===== src/hdl/ids_pkg.sv =====
// shared constants, types and functions for the isotropic direction sampler
`timescale 1ns / 1ps
package ids_pkg;

   localparam int RAND_BITS_DEF     = 32;
   localparam int OUT_FRAC_BITS_DEF = 30;
   localparam int WF                = 30;
   localparam int CORDIC_ITERS      = 30;
   localparam int ROOT_STEPS        = 32;
   localparam int ROOT_PER_STAGE    = 4;
   localparam int ROOT_STAGES       = ROOT_STEPS / ROOT_PER_STAGE;
   localparam int CORDIC_PER_STAGE  = 3;
   localparam int CORDIC_STAGES     = CORDIC_ITERS / CORDIC_PER_STAGE;
   localparam logic [31:0] CORDIC_GAIN_Q30 = 32'd652032874;
   localparam logic [31:0] PI_Q30          = 32'd3373259426;

   // angle and cordic datapath width: q2.30 plus guard
   localparam int AW = 34;

   typedef logic signed [AW-1:0] ang_type;

   // root stage state
   typedef struct packed {
      logic [63:0] rem;
      logic [63:0] res;
   } root_type;

   // cordic stage state
   typedef struct packed {
      ang_type x;
      ang_type y;
      ang_type z;
   } cordic_type;

   function automatic ang_type atan_q30(input int k);
      logic [29:0] t;
      unique case (k)
         0: t = 30'd843314856;
         1: t = 30'd497837829;
         2: t = 30'd263043836;
         3: t = 30'd133525158;
         4: t = 30'd67021687;
         5: t = 30'd33543515;
         6: t = 30'd16775850;
         7: t = 30'd8388437;
         8: t = 30'd4194282;
         9: t = 30'd2097149;
         10: t = 30'd1048575;
         default: t = 30'(1) << (30 - k);
      endcase
      return ang_type'({4'b0, t});
   endfunction

   // one restoring root step, bit = 2^(62-2k)
   function automatic root_type root_step(input root_type a, input int k);
      logic [63:0] bitv;
      logic [63:0] trial;
      root_type    r;
      bitv  = 64'd1 << (62 - 2 * k);
      trial = a.res + bitv;
      if (a.rem >= trial) begin
         r.rem = a.rem - trial;
         r.res = (a.res >> 1) + bitv;
      end else begin
         r.rem = a.rem;
         r.res = a.res >> 1;
      end
      return r;
   endfunction

   // one cordic rotation with floor shifts
   function automatic cordic_type cordic_step(input cordic_type a, input int k);
      ang_type    dx;
      ang_type    dy;
      cordic_type r;
      dx = a.y >>> k;
      dy = a.x >>> k;
      if (!a.z[AW-1]) begin
         r.x = a.x - dx;
         r.y = a.y + dy;
         r.z = a.z - atan_q30(k);
      end else begin
         r.x = a.x + dx;
         r.y = a.y - dy;
         r.z = a.z + atan_q30(k);
      end
      return r;
   endfunction

   // align a random word to a 32-bit fraction
   function automatic logic [31:0] align32(input logic [63:0] a, input int rb);
      logic [63:0] m;
      m = (rb < 64) ? (a & ((64'd1 << rb) - 64'd1)) : a;
      if (rb >= 32) return 32'(m >> (rb - 32));
      return 32'(m << (32 - rb));
   endfunction

   // clamp to +-1 and rescale to the output format
   function automatic logic [31:0] to_out(input ang_type v, input int ofb);
      ang_type     c;
      logic        neg;
      logic [63:0] m;
      c = v;
      if (c > ang_type'(1 << WF)) c = ang_type'(1 << WF);
      if (c < -ang_type'(1 << WF)) c = -ang_type'(1 << WF);
      neg = c[AW-1];
      m   = 64'(neg ? -c : c);
      if (ofb >= WF) m = m << (ofb - WF);
      else m = m >> (WF - ofb);
      if (neg) m = 64'd0 - m;
      return m[31:0];
   endfunction

endpackage


===== src/hdl/ids_root_stage.sv =====
// pipeline stage of four square-root steps with a flow-through payload
`timescale 1ns / 1ps
module ids_root_stage #(
   parameter int FIRST = 0,
   parameter int PW    = 8
) (
   input  logic               clock,
   input  logic               reset,
   input  logic               adv,
   input  logic               in_valid,
   input  ids_pkg::root_type  in_root,
   input  logic [PW-1:0]      in_pay,
   output logic               out_valid,
   output ids_pkg::root_type  out_root,
   output logic [PW-1:0]      out_pay
);
   ids_pkg::root_type root_in;
   logic               valid_ff;
   ids_pkg::root_type  root_ff;
   logic [PW-1:0]      pay_ff;

   always_comb begin
      root_in = in_root;
      for (int i = 0; i < ids_pkg::ROOT_PER_STAGE; i++) begin
         root_in = ids_pkg::root_step(root_in, FIRST + i);
      end
   end

   always_ff @(posedge clock) begin
      if (reset) begin
         valid_ff <= 1'b0;
      end else if (adv) begin
         valid_ff <= in_valid;
      end
   end

   always_ff @(posedge clock) begin
      if (adv) begin
         root_ff <= root_in;
         pay_ff  <= in_pay;
      end
   end

   assign out_valid = valid_ff;
   assign out_root  = root_ff;
   assign out_pay   = pay_ff;
endmodule


===== config.mk =====
export PLATFORM = sky130hd
export DESIGN_NAME = ids_root_stage
export DESIGN_NICKNAME = d
export VERILOG_FILES = /design/src/hdl/ids_pkg.sv /design/src/hdl/ids_root_stage.sv
export SDC_FILE = /design/constraint.sdc
export NUM_CORES = 1
export LEC_CHECK = 0
export BUFFER_PORTS_ARGS = -buffer_cell sky130_fd_sc_hd__clkbuf_2
export CAP_MARGIN = 40
export CORE_ASPECT_RATIO = 1.2
export CORE_UTILIZATION = 56
export CTS_CLUSTER_DIAMETER = 80
export DETAILED_ROUTE_END_ITERATION = 8
export HOLD_SLACK_MARGIN = 0.05
export PLACE_DENSITY = 0.8
export SYNTH_ARGS = -nofsm -noshare
export SYNTH_HDL_FRONTEND = slang
export SYNTH_SLANG_ARGS = --single-unit

===== constraint.sdc =====
create_clock -name clock -period 12.1 [get_ports clock]
set_input_delay 0.605 -clock clock [delete_from_list [all_inputs] [get_ports clock]]
set_output_delay 0.605 -clock clock [all_outputs]
set_load 0.03 [all_outputs]

==> flow_summary.ini <==
[routing]
first_pass_iters = 6
vias = 28833
viasPerCell = 6.51
wirelength_um = 102000
wl_per_cell_um = 23.0
drcViolationCount = 0
drt_iter0_drc = 3388
ant_nets = 0

[sta]
setup_viol = 0
finalSetupTns_ps = 0
slew_headroom_pct = 44.2
fin_hold_ws_ps = 255
fin_crit_ps = 11820
min_period_over_period_pct = 97.7
max_freq_mhz = 84.6
max_slew.worst_pin.slew_ps = 829
slew_viol_final = 0
finalHoldViolCount = 0
fin_worst_skew_ps = 0

[outcome]
status = finished clean

[clocking]
hold_buffers = 0
root_buffer = clkbuf_16
cts_sinks = 137
cts_buffer_depth = 2
htreeDepth = 4
clock_latency_ps = 490
cts_tree = built
clk_pin_slew_ps = 80
cts-buffers-inserted = 17

[floorplan]
floorplan.die_area_um2 = 43300
rows = 82
die_h_um = 228
io-pin-count = 277
core_area_um2 = 41800
start_util_pct = 56.9
die_w_um = 190

[layout]
diodes = 0
synthToLayoutAreaGrowth_pct = 32.2
layout.nets = 4279
drive_gt1_share_pct = 32.0
nFillCells = 3132
seq_area_um2 = 4100
multi_input_area_um2 = 18700

[place]
gp_congestion = 1.07
portBuffers = 276
hpwl_um = 83300

[hold_path]
min_to = out_valid
hold_class = in -> reg
min_from = reset
holdPathStages = 2

[grt]
antenna_found_initial = 1
overflow = 0
grt_max_degree = 75
grt_first_pass_wirelength_um = 151000
grt.total_usage_pct = 45.3
first_global_vias = 27164

[synth]
synth_most_common_cell = a21oi_1
syn_inst = 3026
ys_top_cells_by_area = edfxtp_1 (17%), ha_1 (14%), mux2_2 (6.7%)
ys_async_sr_fraction_pct = 0
synth_top_area_cell = edfxtp_1
syn-cell-area_um2 = 23800
synth_top_area_share_pct = 17.2
synth_edf_count = 136
ys_warn_count = 0
avgSynthCellArea_um2 = 7.85
synth_seq_cells = 137
yosys-top-cells-count = a21oi_1 (302), nand2_1 (274), ha_1 (263)
ys_seq_area_share_pct = 17.3
synth_ff_type = edfxtp_1
syn_nets = 3434
synth.distinct_cells = 98

[setup_path]
path_common_cell = ha_1
cp.buffers_inverters = 8
start_kind = input port
critPathTopFamily = compound AO/OA/AOI/OAI gates
slowest_delay_ps = 560
reg2reg_slack_ps = 11500
timing.rr.start = out_valid
r2r_cells = 2
path_class = in -> reg
cp_slowest_cell = mux2i_1
arrival_ps = 12050
crit_path_max_fanout = 16
crit_required_ps = 12330
r2r_end = out_valid
endpoint_kind = register

[flow_run]
maxCapViolations = 0
==> worst max path at each step <==
stage / from / end / slack [ps] / cells after the start
6_report: in_root[64] / out_root[122] / 280 / 48
5_1_grt: in_root[64] / out_root[126] / -80 / 54
4_1_cts: in_root[64] / out_root[126] / 20 / 52
3_5_place_dp: in_root[64] / out_root[126] / -590 / 52
3_3_place_gp: in_root[32] / out_root[126] / -830 / 50
2_1_floorplan: in_root[64] / out_root[122] / 520 / 52
==> routing by layer <==
metal  up-vias  track usage (%)  wire length, µm
li1      13021                -                -
met1     13392             58.3            40200
met2      2039             70.3            43300
met3       379             11.9            12600
met4         2             21.9             5610
met5         -                0               17
==> area by class of cell <==
type,count,share of cell area [%]
clock inverters,13,0.410
flip-flops and latches,137,13.1
multi-input cells,2579,59.4
inverters,159,1.90
repair buffers,977,21.7
well taps,546,2.17
clock buffers,19,1.38
==> registers in the layout, summed over array words and instances, names as in the netlist <==
name and count:
out_pay 8, out_root 128, out_valid 1
==> placed cells by master, fill, tap and decap left out, drive strengths merged, types with 13 or more instances in the layout <==
| master | n |
|---|---|
| a21boi | 15 |
| mux2 | 158 |
| nand2 | 274 |
| edfxtp | 136 |
| nor2 | 196 |
| xnor2 | 134 |
| nand3 | 54 |
| nor2b | 31 |
| and4 | 13 |
| a21oi | 303 |
| buf | 702 |
| ha | 263 |
| inv | 160 |
| a211o | 15 |
| and2 | 23 |
| nand4 | 80 |
| nor3 | 72 |
| nand2b | 23 |
| a41oi | 14 |
| mux2i | 24 |
| clkbuf | 294 |
| or3 | 13 |
| xor2 | 98 |
| o211ai | 27 |
| a31oi | 42 |
| o21ai | 196 |
| or2 | 13 |
| nor4 | 13 |
| o31ai | 36 |
| o21bai | 47 |
| o21a | 44 |
| o221ai | 13 |
| a211oi | 24 |
| and3 | 28 |
| a21o | 153 |
==> logic make-up (layout without fill, tap and decap cells) <==
family	count (synthesis)	after routing	synth area share, %
AOI/OAI and AO/OA	1038	1038	28.4
and+or+nand+nor	858	858	17.4
xor gates and xnor gates	232	232	8.58
muxes	182	182	8.75
DFF	137	137	17.3
other	1	1	0.0158
buffers and inverters	310	1168	5.28
adders and majority gates	268	268	14.3
==> per-stage QoR <==
stage                     instances  utilization [%]  cell area, µm²  setup WS, ps
after floorplan                3026                -           23800           515
after global placement         4394             73.2           30600          -826
after detailed placement       4396             73.2           30600          -588
after CTS                      4428             74.6           31200          15.9
after global routing           4430             75.2           31400         -77.1
final                          4430             75.2           31400           284
==> worst register-to-register path, cell delays in order (launching register included) <==
cell and delay (ps):
dfxtp_1 320, mux2i_1 130, nor2_1 50
==> what timing repair did <==
action | CTS | global route
gates resized for setup | 2 | 55
buffers inserted | 0 | 2
setup endpoints to repair | 41 | 71
pin swaps | 0 | 5
Power is left out: the tool's default activity adds up to more than one toggle a clock period on the data nets, which glitch-free logic cannot reach.
