**src/hdl/ids_pkg.sv**
```systemverilog
// shared constants, types and functions for the isotropic direction sampler
`timescale 1ns / 1ps
package ids_pkg;

   localparam int RAND_BITS_DEF     = 32;
   localparam int OUT_FRAC_BITS_DEF = 30;
   localparam int WF                = 30;
   localparam int CORDIC_ITERS      = 30;
   localparam int ROOT_STEPS        = 32;
   localparam int ROOT_PER_STAGE    = 4;
   localparam int ROOT_STAGES       = ROOT_STEPS / ROOT_PER_STAGE;
   localparam int CORDIC_PER_STAGE  = 3;
   localparam int CORDIC_STAGES     = CORDIC_ITERS / CORDIC_PER_STAGE;
   localparam logic [31:0] CORDIC_GAIN_Q30 = 32'd652032874;
   localparam logic [31:0] PI_Q30          = 32'd3373259426;

   // angle and cordic datapath width: q2.30 plus guard
   localparam int AW = 34;

   typedef logic signed [AW-1:0] ang_type;

   // root stage state
   typedef struct packed {
      logic [63:0] rem;
      logic [63:0] res;
   } root_type;

   // cordic stage state
   typedef struct packed {
      ang_type x;
      ang_type y;
      ang_type z;
   } cordic_type;

   function automatic ang_type atan_q30(input int k);
      logic [29:0] t;
      unique case (k)
         0: t = 30'd843314856;
         1: t = 30'd497837829;
         2: t = 30'd263043836;
         3: t = 30'd133525158;
         4: t = 30'd67021687;
         5: t = 30'd33543515;
         6: t = 30'd16775850;
         7: t = 30'd8388437;
         8: t = 30'd4194282;
         9: t = 30'd2097149;
         10: t = 30'd1048575;
         default: t = 30'(1) << (30 - k);
      endcase
      return ang_type'({4'b0, t});
   endfunction

   // one restoring root step, bit = 2^(62-2k)
   function automatic root_type root_step(input root_type a, input int k);
      logic [63:0] bitv;
      logic [63:0] trial;
      root_type    r;
      bitv  = 64'd1 << (62 - 2 * k);
      trial = a.res + bitv;
      if (a.rem >= trial) begin
         r.rem = a.rem - trial;
         r.res = (a.res >> 1) + bitv;
      end else begin
         r.rem = a.rem;
         r.res = a.res >> 1;
      end
      return r;
   endfunction

   // one cordic rotation with floor shifts
   function automatic cordic_type cordic_step(input cordic_type a, input int k);
      ang_type    dx;
      ang_type    dy;
      cordic_type r;
      dx = a.y >>> k;
      dy = a.x >>> k;
      if (!a.z[AW-1]) begin
         r.x = a.x - dx;
         r.y = a.y + dy;
         r.z = a.z - atan_q30(k);
      end else begin
         r.x = a.x + dx;
         r.y = a.y - dy;
         r.z = a.z + atan_q30(k);
      end
      return r;
   endfunction

   // align a random word to a 32-bit fraction
   function automatic logic [31:0] align32(input logic [63:0] a, input int rb);
      logic [63:0] m;
      m = (rb < 64) ? (a & ((64'd1 << rb) - 64'd1)) : a;
      if (rb >= 32) return 32'(m >> (rb - 32));
      return 32'(m << (32 - rb));
   endfunction

   // clamp to +-1 and rescale to the output format
   function automatic logic [31:0] to_out(input ang_type v, input int ofb);
      ang_type     c;
      logic        neg;
      logic [63:0] m;
      c = v;
      if (c > ang_type'(1 << WF)) c = ang_type'(1 << WF);
      if (c < -ang_type'(1 << WF)) c = -ang_type'(1 << WF);
      neg = c[AW-1];
      m   = 64'(neg ? -c : c);
      if (ofb >= WF) m = m << (ofb - WF);
      else m = m >> (WF - ofb);
      if (neg) m = 64'd0 - m;
      return m[31:0];
   endfunction

endpackage

```
**src/hdl/ids_cordic_stage.sv**
```systemverilog
// pipeline stage of three cordic rotations with a flow-through payload
`timescale 1ns / 1ps
module ids_cordic_stage #(
   parameter int FIRST = 0,
   parameter int PW    = 8
) (
   input  logic                clock,
   input  logic                reset,
   input  logic                adv,
   input  logic                in_valid,
   input  ids_pkg::cordic_type in_rot,
   input  logic [PW-1:0]       in_pay,
   output logic                out_valid,
   output ids_pkg::cordic_type out_rot,
   output logic [PW-1:0]       out_pay
);
   ids_pkg::cordic_type rot_in;
   logic                valid_ff;
   ids_pkg::cordic_type rot_ff;
   logic [PW-1:0]       pay_ff;

   always_comb begin
      rot_in = in_rot;
      for (int i = 0; i < ids_pkg::CORDIC_PER_STAGE; i++) begin
         rot_in = ids_pkg::cordic_step(rot_in, FIRST + i);
      end
   end

   always_ff @(posedge clock) begin
      if (reset) begin
         valid_ff <= 1'b0;
      end else if (adv) begin
         valid_ff <= in_valid;
      end
   end

   always_ff @(posedge clock) begin
      if (adv) begin
         rot_ff <= rot_in;
         pay_ff <= in_pay;
      end
   end

   assign out_valid = valid_ff;
   assign out_rot   = rot_ff;
   assign out_pay   = pay_ff;
endmodule

```
**config.mk**
```make
export PLATFORM = sky130hd
export DESIGN_NAME = ids_cordic_stage
export DESIGN_NICKNAME = d
export VERILOG_FILES = /design/src/hdl/ids_pkg.sv /design/src/hdl/ids_cordic_stage.sv
export SDC_FILE = /design/constraint.sdc
export NUM_CORES = 1
export LEC_CHECK = 0
export ABC_AREA = 0
export BUFFER_PORTS_ARGS = -buffer_cell sky130_fd_sc_hd__buf_4
export CORE_MARGIN = 10
export CORE_UTILIZATION = 60
export CTS_BUF_LIST = sky130_fd_sc_hd__clkbuf_2 sky130_fd_sc_hd__clkbuf_4 sky130_fd_sc_hd__clkbuf_8
export CTS_CLUSTER_DIAMETER = 120
export CTS_CLUSTER_SIZE = 40
export DETAILED_ROUTE_END_ITERATION = 12
export GPL_ROUTABILITY_DRIVEN = 0
export PLACE_DENSITY = 0.86
export SLEW_MARGIN = 0
export SYNTH_ARGS = -nofsm -noshare
export SYNTH_HDL_FRONTEND = slang
export SYNTH_SLANG_ARGS = --single-unit
```
**constraint.sdc**
```tcl
create_clock -name clock -period 16.3 [get_ports clock]
set_input_delay 3.26 -clock clock [delete_from_list [all_inputs] [get_ports clock]]
set_output_delay 3.26 -clock clock [all_outputs]
set_load 0.1 [all_outputs]
```
==> metrics.csv <==
metric,value,unit
status,completed,
Ys Warns,0,
"Net count, final",3581,
Top Layer Used,met4,
top_reg_cell synth,edfxtp_1,
most area-hungry cell type in the Yosys netlist,ha_1,
final hold violations,0,
TritonRoute pass-1 iters,6,
initial antenna violation count,1,
register area,3320,sq um
vias post-DR,23300,
CTS Hold Bufs,0,
die area,46500,sq um
syn avg cell area,7.76,sq um
drt drc,0,
critical path's slowest cell,buf_4,
Post-Synth Simple-Gate Area,0.186,
Max Cap Violations,0,
number of flops mapped to enable cells by yosys,110,
Tmin final,14.69,ns
Synth area leaders,"ha_1 18%, edfxtp_1 14%, xnor2_1 9.6%, a21oi_1 6.0%, xor2_1 4.2%",
"Cell Area, Synth",23000,sq um
CTS H-tree lvls,3,
drt via density,6.40,
syn_nets,3413,
Total Wirelength,65.8,mm
Post-CTS Setup Inserts,0,
routed len/inst,18.1,um
Mapped Cells,2958,
Worst slew margin,0.218,
Yosys cell types,107,
Worst EP required,16.47,ns
pin count of the biggest net entering global routing,105,
Critical Path AT,14.86,ns
Critical Path Most Common Cell,o21ai_0,
layout cell share with drive strength beyond 1,0.103,
DIE HEIGHT,216,um
Yosys top cell area share,0.180,
met2 WL,30.9,mm
crit-path max cell delay,0.83,ns
Synth Area in Compound Gates,0.279,
most common cell in the netlist,ha_1,
post-CTS sizing,0,
CTS Buffer Depth,2,
highest clock rate,68.1,MHz
port buffer count,224,
ys async rst share,0,
Initial DRC Count,2576,
sequential area share after synthesis,0.145,
final setup fails,0,
row count,71,
area occupied by multi-input gates,18500,sq um
Final Max Tran Viols,0,
Core ar.,37700,sq um
"top cells by count, synth","331 x ha_1, 275 x a21oi_1, 254 x nor2_1",
post-synthesis adder-cell area fraction,0.190,
Filler Cells Inserted,3137,
"flops & latches, synth",111,
crit path max fanout,104,
Worst setup EP type,flip-flop,
pin slew with the least headroom to its limit,1.14,ns
GRT Total Usage,0.267,
Reg2Reg Setup Slack,15.68,ns
TritonCTS Buffers,9,
"Period Utilization, post-route",0.901,
unrepaired setup endpoints after global routing,false,
Hold Path Class,flip-flop to flip-flop,
Met3 Wirelength,5.20,mm
number of global-route vias before repair,22300,
first-pass GRT wire length,107,mm
synthesis-to-layout area growth,9.92,%
post-synthesis mux area share,0.0112,
"antenna viol nets, final",0,
DRT met1 WL,28.1,mm
Crit Path Class,primary input to flip-flop,
# IOs,225,
initial core utilization,0.610,
dpl hpwl,53.7,mm
Clock Skews,0,ns
CTS tree,done,
clk sinks,111,
main combinational cell family by area after synthesis,compound AO/OA/AOI/OAI gates,
Worst setup SP type,primary input,
Hold WS,0.548,ns
die width,216,um
Post-Synth XOR/XNOR Area,0.141,
clk_lat worst skew,0.40,ns
CTS root buf,clkbuf_8,
total congestion overflow,0,
setup_tns,0,ns
register clock-pin slew on the reported worst setup and hold paths,0.12,ns
[registers in the layout, summed over array words and instances (netlist names)]
signal / cells
out_pay: 8
out_rot: 102
out_valid: 1
[layer usage]
metal,up-vias,GRT usage
li1,11100,-
met1,10900,0.341
met2,1176,0.459
met3,140,0.0333
met4,0,0.0824
met5,-,0
[through the flow]
stage	setup WS, ns	cell area (sq um)	std cells	utilization
finish	1.61	25200	3643	0.670
global route	0.974	25200	3643	0.670
CTS	2.08	25200	3642	0.670
detailed placement	1.64	25000	3626	0.665
global placement	2.18	25000	3626	0.665
floorplan	1.76	23000	2958	-
[path summary, 6_finish.rpt]
path	from	to	depth (start not counted)
max reg2reg	out_valid$_SDFFE_PP0P_	out_valid$_SDFFE_PP0P_	2
max	in_rot[33]	out_rot[100]$_DFFE_PP_	43
min reg2reg	out_valid$_SDFFE_PP0P_	out_valid$_SDFFE_PP0P_	2
min	out_valid$_SDFFE_PP0P_	out_valid$_SDFFE_PP0P_	2
[layout by cell type (no fill, tap or decap), drive strengths merged, types with 9 or more instances in the layout]
| cell type | count |
|---|---|
| nand4 | 28 |
| buf | 230 |
| nand2 | 175 |
| or3 | 36 |
| o22ai | 10 |
| o311ai | 12 |
| a31oi | 38 |
| nor2b | 42 |
| a21oi | 277 |
| o31ai | 41 |
| nand3 | 61 |
| nor2 | 254 |
| and3 | 21 |
| o21ai | 198 |
| a21o | 110 |
| a311oi | 9 |
| nand3b | 9 |
| o41ai | 11 |
| fa | 10 |
| o31a | 17 |
| and2 | 11 |
| o211ai | 31 |
| a211oi | 32 |
| o21a | 53 |
| a21boi | 17 |
| ha | 331 |
| a31o | 9 |
| clkbuf | 9 |
| edfxtp | 110 |
| nand2b | 48 |
| xnor2 | 256 |
| inv | 216 |
| xor2 | 109 |
| or2 | 22 |
| mux2i | 20 |
| o21bai | 36 |
| nor3b | 9 |
| nor4 | 22 |
| nor3 | 81 |
[kinds of logic after synthesis]
group                    after synthesis
buffers and inverters                292
AND/OR/NAND/NOR                      848
flip-flops                           111
adder cells (fa/ha/maj)              342
multiplexers                          24
XOR/XNOR                             365
AO/OA/AOI/OAI                        976
[area by class of cell]
type	count	share of cell area
multi-input combinational	2555	0.734
sequential	111	0.132
timing repair buffer	230	0.0684
inverter	219	0.0326
tap	511	0.0253
clock buffer	9	0.00491
clock inverter	7	0.00293
antenna	1	0.0000992
[critical path, delay by kind of cell]
kind                     cells  cell delay [ns]
buffers and inverters        5             2.41
adder cells (fa/ha/maj)      3             0.98
AND/OR/NAND/NOR              6             1.58
AO/OA/AOI/OAI               28             6.24
multiplexers                 1             0.31
Power is not shown: default switching activity piles up to over one toggle a cycle in this logic, so the estimate is an artifact.
